<file path="config.mk">
export PLATFORM = sky130hd
export DESIGN_NAME = crc8_frame_receiver
export DESIGN_NICKNAME = d
export VERILOG_FILES = /design/src/hw/rtl/crcfr_pkg.sv /design/src/hw/rtl/crc8_frame_receiver.sv /design/src/hw/rtl/crcfr_front.sv /design/src/hw/rtl/crcfr_queue.sv /design/src/hw/rtl/crcfr_back.sv
export SDC_FILE = /design/constraint.sdc
export NUM_CORES = 1
export LEC_CHECK = 0
export ABC_AREA = 1
export BUFFER_PORTS_ARGS = -buffer_cell sky130_fd_sc_hd__buf_4
export CORE_MARGIN = 4
export CORE_UTILIZATION = 59
export DETAILED_ROUTE_END_ITERATION = 8
export PLACE_DENSITY = 0.76
export SLEW_MARGIN = 20
export SYNTH_ARGS = -nofsm -noshare
export SYNTH_HDL_FRONTEND = slang
export SYNTH_SLANG_ARGS = --single-unit
</file>
<file path="constraint.sdc">
create_clock -name clk -period 9.9 [get_ports clk]
set_clock_uncertainty 0.1 [all_clocks]
set_input_delay 0.99 -clock clk [delete_from_list [all_inputs] [get_ports clk]]
set_output_delay 0.99 -clock clk [all_outputs]
set_load 0.05 [all_outputs]
</file>
<file path="src/hw/rtl/crcfr_pkg.sv">
package crcfr_pkg;

  // frame layout
  localparam int unsigned FRAME_BYTES = 19;
  localparam int unsigned BODY_BYTES  = 15;
  localparam logic [4:0] POS_NODE       = 5'd1;
  localparam logic [4:0] POS_BODY_FIRST = 5'd2;
  localparam logic [4:0] POS_BODY_LAST  = 5'd16;
  localparam logic [4:0] POS_CRC        = 5'd17;
  localparam logic [4:0] POS_END        = 5'd18;

  // crc-8 settings
  localparam logic [7:0] CRC_POLY = 8'h31;
  localparam logic [7:0] CRC_INIT = 8'h00;

  // register indexes
  localparam logic [1:0] CFG_START_MARKER = 2'd0;
  localparam logic [1:0] CFG_END_MARKER   = 2'd1;
  localparam logic [1:0] CFG_OWN_NODE     = 2'd2;

  // register reset values
  localparam logic [7:0] START_MARKER_RST = 8'hAA;
  localparam logic [7:0] END_MARKER_RST   = 8'h55;
  localparam logic [1:0] OWN_NODE_RST     = 2'd1;

  // output widths
  localparam int unsigned OUT_DATA_W = 200;

  typedef enum logic [1:0] {
    ST_ACCEPT  = 2'd0,
    ST_BAD_END = 2'd1,
    ST_BAD_CRC = 2'd2,
    ST_IGNORED = 2'd3
  } frame_status_t;

  // one completed frame, as classified by the front part
  typedef struct packed {
    logic                        end_ok;
    logic                        crc_ok;
    logic [7:0]                  node;
    logic [BODY_BYTES-1:0][7:0]  body;   // body[0] is frame position 2
  } frame_rec_t;

  // one crc step over a whole byte, msb first
  function automatic logic [7:0] crc8_byte(input logic [7:0] crc_in, input logic [7:0] d);
    logic [7:0] c;
    c = crc_in ^ d;
    for (int b = 0; b < 8; b++) begin
      if (c[7]) begin
        c = {c[6:0], 1'b0} ^ CRC_POLY;
      end else begin
        c = {c[6:0], 1'b0};
      end
    end
    return c;
  endfunction

endpackage

</file>
<file path="src/hw/rtl/crc8_frame_receiver.sv">
// Byte-serial frame receiver: waits for the start byte, collects a fixed
// 19-byte frame, checks the end byte and a CRC-8 (poly 0x31, init 0, msb
// first) over bytes 1 to 16, and gives one result item per completed frame
// with its status, big-endian fields and wrapping good/bad counters. One
// byte is taken every cycle; the position counter and the per-byte crc
// update in the front part set that figure. Finished frames pass through a
// two-entry queue to the back part, which holds the result in an output
// register, so the input stalls only on a closing byte when the queue is
// full. A result is held in a queue entry and then in the output register.
module crc8_frame_receiver
  import crcfr_pkg::*;
(
  input  logic                  clk,
  input  logic                  rst_n,
  input  logic                  in_tvalid,
  output logic                  in_tready,
  input  logic [7:0]            in_tdata,    // rx_byte
  output logic                  out_tvalid,
  input  logic                  out_tready,
  // sender_node, heading_tenths, pitch_tenths, roll_tenths,
  // heading_err_tenths, turn_rate_tenths, accel_hundredths, health_byte,
  // stamp_ms, good_frames, bad_frames, zero fill
  output logic [OUT_DATA_W-1:0] out_tdata,
  output logic [1:0]            out_tuser,   // frame_status
  input  logic                  cfg_valid,
  output logic                  cfg_ready,
  input  logic [1:0]            cfg_index,
  input  logic [7:0]            cfg_data
);

  logic [7:0] start_marker_r;
  logic [7:0] end_marker_r;
  logic [1:0] own_node_r;
  logic       rec_valid;
  logic       q_push_ready;
  frame_rec_t rec_in, rec_out;
  logic       q_valid, q_ready;

  // configuration registers
  assign cfg_ready = 1'b1;
  always_ff @(posedge clk) begin
    if (!rst_n) begin
      start_marker_r <= START_MARKER_RST;
      end_marker_r   <= END_MARKER_RST;
      own_node_r     <= OWN_NODE_RST;
    end else if (cfg_valid && cfg_ready) begin
      unique case (cfg_index)
        CFG_START_MARKER: start_marker_r <= cfg_data;
        CFG_END_MARKER:   end_marker_r   <= cfg_data;
        CFG_OWN_NODE:     own_node_r     <= cfg_data[1:0];
        default: ;
      endcase
    end
  end

  crcfr_front u_front (
    .clk          (clk),
    .rst_n        (rst_n),
    .byte_valid   (in_tvalid),
    .byte_ready   (in_tready),
    .rx_byte      (in_tdata),
    .start_marker (start_marker_r),
    .end_marker   (end_marker_r),
    .rec_valid    (rec_valid),
    .rec_ready    (q_push_ready),
    .rec_o        (rec_in)
  );

  crcfr_queue u_queue (
    .clk        (clk),
    .rst_n      (rst_n),
    .push_valid (rec_valid),
    .push_ready (q_push_ready),
    .push_rec   (rec_in),
    .pop_valid  (q_valid),
    .pop_ready  (q_ready),
    .pop_rec    (rec_out)
  );

  crcfr_back u_back (
    .clk        (clk),
    .rst_n      (rst_n),
    .rec_valid  (q_valid),
    .rec_ready  (q_ready),
    .rec        (rec_out),
    .own_node   (own_node_r),
    .out_tvalid (out_tvalid),
    .out_tready (out_tready),
    .out_tdata  (out_tdata),
    .out_tuser  (out_tuser)
  );

endmodule

</file>
<file path="src/hw/rtl/crcfr_front.sv">
module crcfr_front
  import crcfr_pkg::*;
(
  input  logic       clk,
  input  logic       rst_n,
  input  logic       byte_valid,
  output logic       byte_ready,
  input  logic [7:0] rx_byte,
  input  logic [7:0] start_marker,
  input  logic [7:0] end_marker,
  output logic       rec_valid,
  input  logic       rec_ready,
  output frame_rec_t rec_o
);

  logic                       in_frame_r, in_frame_nxt;
  logic [4:0]                 pos_r, pos_nxt;
  logic [7:0]                 crc_r, crc_nxt;
  logic                       crc_ok_r;
  logic [7:0]                 node_r;
  logic [BODY_BYTES-1:0][7:0] body_r;
  logic                       take;
  logic                       at_end;
  logic [3:0]                 body_idx;

  assign at_end     = in_frame_r && (pos_r == POS_END);
  // only the closing byte needs room in the queue
  assign byte_ready = !at_end || rec_ready;
  assign take       = byte_valid && byte_ready;
  assign body_idx   = 4'(pos_r - POS_BODY_FIRST);

  // position tracking
  always_comb begin
    in_frame_nxt = in_frame_r;
    pos_nxt      = pos_r;
    if (take) begin
      if (!in_frame_r) begin
        if (rx_byte == start_marker) begin
          in_frame_nxt = 1'b1;
          pos_nxt      = POS_NODE;
        end
      end else if (at_end) begin
        in_frame_nxt = 1'b0;
        pos_nxt      = 5'd0;
      end else begin
        pos_nxt = pos_r + 5'd1;
      end
    end
  end

  // running crc over positions 1 to 16
  always_comb begin
    crc_nxt = crc_r;
    if (take && in_frame_r) begin
      if (pos_r == POS_NODE) begin
        crc_nxt = crc8_byte(CRC_INIT, rx_byte);
      end else if (pos_r <= POS_BODY_LAST) begin
        crc_nxt = crc8_byte(crc_r, rx_byte);
      end
    end
  end

  always_ff @(posedge clk) begin
    if (!rst_n) begin
      in_frame_r <= 1'b0;
      pos_r      <= 5'd0;
    end else begin
      in_frame_r <= in_frame_nxt;
      pos_r      <= pos_nxt;
    end
  end

  // frame byte capture
  always_ff @(posedge clk) begin
    crc_r <= crc_nxt;
    if (take && in_frame_r) begin
      if (pos_r == POS_NODE) begin
        node_r <= rx_byte;
      end
      if (pos_r >= POS_BODY_FIRST && pos_r <= POS_BODY_LAST) begin
        body_r[body_idx] <= rx_byte;
      end
      if (pos_r == POS_CRC) begin
        crc_ok_r <= (crc_r == rx_byte);
      end
    end
  end

  // record handed to the queue on the closing byte
  assign rec_valid    = at_end && byte_valid;
  assign rec_o.end_ok = (rx_byte == end_marker);
  assign rec_o.crc_ok = crc_ok_r;
  assign rec_o.node   = node_r;
  assign rec_o.body   = body_r;

  a_pos_range: assert property (@(posedge clk) disable iff (!rst_n)
    pos_r <= POS_END)
    else $error("frame position out of range");
  a_idle_pos: assert property (@(posedge clk) disable iff (!rst_n)
    !in_frame_r |-> pos_r == 5'd0)
    else $error("position nonzero outside a frame");

endmodule

</file>
<file path="src/hw/rtl/crcfr_queue.sv">
module crcfr_queue
  import crcfr_pkg::*;
(
  input  logic       clk,
  input  logic       rst_n,
  input  logic       push_valid,
  output logic       push_ready,
  input  frame_rec_t push_rec,
  output logic       pop_valid,
  input  logic       pop_ready,
  output frame_rec_t pop_rec
);

  logic [1:0] count_r, count_nxt;
  logic       wr_ptr_r, rd_ptr_r;
  frame_rec_t mem_r [2];
  logic       push, pop;

  assign push_ready = (count_r != 2'd2);
  assign pop_valid  = (count_r != 2'd0);
  assign push       = push_valid && push_ready;
  assign pop        = pop_valid && pop_ready;
  assign pop_rec    = mem_r[rd_ptr_r];

  // occupancy
  always_comb begin
    count_nxt = count_r;
    if (push && !pop) begin
      count_nxt = count_r + 2'd1;
    end else if (pop && !push) begin
      count_nxt = count_r - 2'd1;
    end
  end

  always_ff @(posedge clk) begin
    if (!rst_n) begin
      count_r  <= 2'd0;
      wr_ptr_r <= 1'b0;
      rd_ptr_r <= 1'b0;
    end else begin
      count_r <= count_nxt;
      if (push) begin
        wr_ptr_r <= !wr_ptr_r;
      end
      if (pop) begin
        rd_ptr_r <= !rd_ptr_r;
      end
    end
  end

  // entry storage
  always_ff @(posedge clk) begin
    if (push) begin
      mem_r[wr_ptr_r] <= push_rec;
    end
  end

  a_count_max: assert property (@(posedge clk) disable iff (!rst_n)
    count_r <= 2'd2)
    else $error("queue count overflow");
  a_ptr_match: assert property (@(posedge clk) disable iff (!rst_n)
    (count_r == 2'd0 || count_r == 2'd2) |-> wr_ptr_r == rd_ptr_r)
    else $error("queue pointers out of step with count");

endmodule

</file>
<file path="src/hw/rtl/crcfr_back.sv">
module crcfr_back
  import crcfr_pkg::*;
(
  input  logic                  clk,
  input  logic                  rst_n,
  input  logic                  rec_valid,
  output logic                  rec_ready,
  input  frame_rec_t            rec,
  input  logic [1:0]            own_node,
  output logic                  out_tvalid,
  input  logic                  out_tready,
  output logic [OUT_DATA_W-1:0] out_tdata,
  output logic [1:0]            out_tuser
);

  logic                  out_valid_r;
  logic [OUT_DATA_W-1:0] out_data_r, out_data_nxt;
  logic [1:0]            out_user_r;
  logic [31:0]           good_r, good_nxt;
  logic [31:0]           bad_r, bad_nxt;
  frame_status_t         status;
  logic                  node_ok;
  logic                  pop;
  logic [15:0]           stamp_raw;
  logic [19:0]           stamp_ms;
  logic [7:0]            node_f, health_f;
  logic [15:0]           head_f, pitch_f, roll_f, herr_f, yaw_f, accel_f;
  logic [19:0]           stamp_f;

  assign rec_ready = !out_valid_r || out_tready;
  assign pop       = rec_valid && rec_ready;

  // frame verdict
  assign node_ok = (rec.node[7:2] == 6'd0) && (rec.node[1:0] != 2'd0) &&
                   (rec.node != {6'd0, own_node});
  always_comb begin
    priority if (!rec.end_ok) begin
      status = ST_BAD_END;
    end else if (!rec.crc_ok) begin
      status = ST_BAD_CRC;
    end else if (!node_ok) begin
      status = ST_IGNORED;
    end else begin
      status = ST_ACCEPT;
    end
  end

  // counters
  always_comb begin
    good_nxt = good_r;
    bad_nxt  = bad_r;
    if (pop) begin
      if (status == ST_ACCEPT) begin
        good_nxt = good_r + 32'd1;
      end
      if (status == ST_BAD_END || status == ST_BAD_CRC) begin
        bad_nxt = bad_r + 32'd1;
      end
    end
  end

  // timestamp times ten as shift and add
  assign stamp_raw = {rec.body[13], rec.body[14]};
  assign stamp_ms  = {1'b0, stamp_raw, 3'b000} + {3'b000, stamp_raw, 1'b0};

  // payload fields, zero unless accepted
  always_comb begin
    node_f   = 8'd0;
    head_f   = 16'd0;
    pitch_f  = 16'd0;
    roll_f   = 16'd0;
    herr_f   = 16'd0;
    yaw_f    = 16'd0;
    accel_f  = 16'd0;
    health_f = 8'd0;
    stamp_f  = 20'd0;
    if (status == ST_ACCEPT) begin
      node_f   = rec.node;
      head_f   = {rec.body[0], rec.body[1]};
      pitch_f  = {rec.body[2], rec.body[3]};
      roll_f   = {rec.body[4], rec.body[5]};
      herr_f   = {rec.body[6], rec.body[7]};
      yaw_f    = {rec.body[8], rec.body[9]};
      accel_f  = {rec.body[10], rec.body[11]};
      health_f = rec.body[12];
      stamp_f  = stamp_ms;
    end
    out_data_nxt = {4'd0, bad_nxt, good_nxt, stamp_f, health_f, accel_f, yaw_f,
                    herr_f, roll_f, pitch_f, head_f, node_f};
  end

  always_ff @(posedge clk) begin
    if (!rst_n) begin
      out_valid_r <= 1'b0;
      good_r      <= 32'd0;
      bad_r       <= 32'd0;
    end else begin
      good_r <= good_nxt;
      bad_r  <= bad_nxt;
      if (pop) begin
        out_valid_r <= 1'b1;
      end else if (out_tready) begin
        out_valid_r <= 1'b0;
      end
    end
  end

  // output register
  always_ff @(posedge clk) begin
    if (pop) begin
      out_data_r <= out_data_nxt;
      out_user_r <= status;
    end
  end

  assign out_tvalid = out_valid_r;
  assign out_tdata  = out_data_r;
  assign out_tuser  = out_user_r;

  a_good_step: assert property (@(posedge clk) disable iff (!rst_n)
    (pop && status == ST_ACCEPT) |=> good_r == $past(good_r) + 32'd1)
    else $error("good counter did not advance");
  a_quiet_hold: assert property (@(posedge clk) disable iff (!rst_n)
    !pop |=> ($stable(good_r) && $stable(bad_r)))
    else $error("counter changed without a frame");

endmodule

</file>
==> flow_metrics.env <==
export IMPL_place_area_um2=29100
export IMPL_total_power_mw=9.83
export IMPL_syn_to_final_growth_pct=16.7
export IMPL_ys_seq_area_share_pct=73.5
export IMPL_syn_area_per_cell_um2=12.3
export IMPL_vias_per_cell=5.57
export IMPL_slew_headroom_pct=27.0
export IMPL_dp_cells=2934
export IMPL_clkLatencyLatePin_ps=620
export IMPL_coreArea_um2=44600
export IMPL_grt_pass1_wl_um=91100
export IMPL_min_path_type="reg2reg"
export IMPL_cts_resized=0
export IMPL_gp_congestion=0.874
export IMPL_cts_inserted_buffers=67
export IMPL_drt_iter0_markers=1815
export IMPL_yosysMostFrequentCell="edfxtp_1"
export IMPL_critPathKind="reg2reg"
export IMPL_antenna_found_initial=0
export IMPL_setup_violations=0
export IMPL_htreeDepth=3
export IMPL_post_synth_top_area_cell="edfxtp_1"
export IMPL_tightest_slew_ps=1090
export IMPL_drive_gt1_share_pct=16.3
export IMPL_clk_path_buf_depth=3
export IMPL_final_nets=2462
export IMPL_status="finished clean"
export IMPL_hold_viol=0
export IMPL_drc=0
export IMPL_slew_viol_final=0
export IMPL_boundaryPins=228
export IMPL_first_pass_iters=8
export IMPL_cts_setup_buffers=0
export IMPL_crit_fanout=112
export IMPL_clock_power_share_pct=25.9
export IMPL_post_route_period_util_pct=42.9
export IMPL_vias=17000
export IMPL_drv_cap=0
export IMPL_seqPwrFrac_pct=40.5
export IMPL_fin_tns_setup_ps=0
export IMPL_synth_top_area_share_pct=66.5
export IMPL_switching_share_pct=39.1
export IMPL_synth_area_leaders="edfxtp_1 (66%), dfxtp_1 (7.0%), nor2_1 (4.9%)"
export IMPL_grt_overflow=0
export IMPL_fp_row_count=77
export IMPL_critPathLaunchType="flop"
export IMPL_postLayoutCellArea_um2=31300
export IMPL_cts_tree="done"
export IMPL_max_freq_mhz=236
export IMPL_leakage_nw=11.9
export IMPL_syn_area_um2=26800
export IMPL_ant_nets=0
export IMPL_clock_root_buffer="clkbuf_16"
export IMPL_initial_core_util_pct=60.1
export IMPL_grt_max_degree=150
export IMPL_synth_edf_count=594
export IMPL_crit_required_ps=10150
export IMPL_synth_main_ff_cell="edfxtp_1"
export IMPL_min_period_ps=4240
export IMPL_grtUsageTotal_pct=23.4
export IMPL_p_sw_mw=3.84
export IMPL_first_global_vias=16300
export IMPL_rsz0062_at_grt="false"
export IMPL_n_antenna_cell=0
export IMPL_synth_cell_types=51
export IMPL_io_buffers=221
export IMPL_combPwrFrac_pct=33.7
export IMPL_max_vdd_ir_drop_uv=305
export IMPL_worstSetupEndpointType="flop"
export IMPL_synthCells=2176
export IMPL_p_int_mw=5.98
export IMPL_p_per_area_nw_per_um2=314
export IMPL_wirelength_um=58700
export IMPL_wl_per_cell_um=19.2
export IMPL_yosys_warnings=0
export IMPL_finalNonFillerCells=3054
export IMPL_async_flop_share_pct=0
export IMPL_dieWidth_um=221
export IMPL_cts_hold_buf=0
export IMPL_synth_seq_cells=688
export IMPL_path_clk_slew_ps=70
export IMPL_die_y_um=221
export IMPL_clock_sinks=688
export IMPL_worstPathArrival_ps=4500
export IMPL_hpwl_um=36100
export IMPL_die_area_um2=48900
export IMPL_netlist_top_cells_count="edfxtp_1 (594), nor2_1 (352), nand2_1 (342)"
-- per-layer routing --
layer / routed length, um / GRT usage, %
met2: 28500 / 38.1
met3: 4810 / 4.24
met4: 1530 / 7.63
met5: 0 / 0
met1: 23800 / 32.7
-- per-stage QoR --
step / setup WS [ps] / hold WS (ps) / utilization [%]
after floorplan: 2640 / 321 / -
after global placement: 5630 / 322 / 65.1
after detailed placement: 5410 / 329 / 65.2
after CTS: 5430 / 331 / 70.1
after global routing: 5380 / 349 / 70.2
final: 5660 / 334 / 70.2
-- critical path, stage by stage (launching register included) --
cell	delay [ps]
dfxtp_4	510
buf_4	880
or2_2	250
o21ai_0	150
or2_2	310
nand3_1	100
nand3_1	70
nand2_1	60
nand2_1	70
inv_1	110
ha_4	180
inv_1	100
nor2_4	300
nand2_1	190
nor2_2	190
nand3_1	120
xor2_1	210
inv_1	70
-- cell families (layout without fill, tap and decap cells) --
family | after synthesis | in the layout | synth area share, %
compound gates | 239 | 239 | 4.57
xor+xnor | 62 | 62 | 2.11
fa+ha+maj | 27 | 27 | 1.29
buf+inv | 240 | 522 | 3.57
flops | 688 | 688 | 73.5
other cells | 2 | 6 | 0.0280
simple gates | 918 | 918 | 14.9
-- power groups by stage --
stage                     registers (mW)  clock network, mW  logic, mW
after floorplan                     5.38                  0      0.910
after global placement              4.04                  0       3.25
after detailed placement            4.04                  0       3.29
after CTS                           3.99               2.58       3.31
after global routing                4.01               2.72       3.49
final                               3.98               2.54       3.31
-- placed cells by master (no fill, tap or decap), types with 68 or more instances in the layout --
cell       instances
edfxtp_1         594
nor2_1           350
nand2_1          342
buf_4            228
inv_1            160
o21ai_0          150
dfxtp_1           93
nand3_1           88
a21oi_1           77
clkbuf_16         68
-- final timing paths --
kind                                        start               endpoint  slack (ps)  cells past startpoint
worst max-delay path                         flop  u_back.out_tdata[172]        5660                     17
worst min-delay path            u_front.node_r[1]  u_queue.mem_r[1][121]         330                      0
worst max register to register               flop  u_back.out_tdata[172]        5660                     17
worst min register to register  u_front.node_r[1]  u_queue.mem_r[1][121]         330                      0
-- final cells by class --
class	count	area, um2
clock buffers	85	1790
clock inverters	34	409
fillers	2945	13300
inverters	170	648
multi-input cells	1252	6200
flip-flops and latches	688	19700
well taps	592	741
repair buffers	233	1800
-- sequential cells by signal, indices dropped and copies added, names as in the netlist, named ones only --
name,cells
own_node_r,2
u_back.out_tvalid,1
u_queue.mem_r,260
u_front.rec_o,120
u_front.in_frame_r,1
u_queue.wr_ptr_r,1
u_front.node_r,8
u_front.crc_r,8
u_front.crc_ok_r,1
u_front.pos_r,5
u_queue.count_r,2
u_back.good_r,32
u_back.out_tuser,2
u_back.bad_r,32
end_marker_r,8
start_marker_r,8
u_back.out_tdata,195
u_queue.rd_ptr_r,1
No activity file was read; power rests on OpenSTA's default activity.
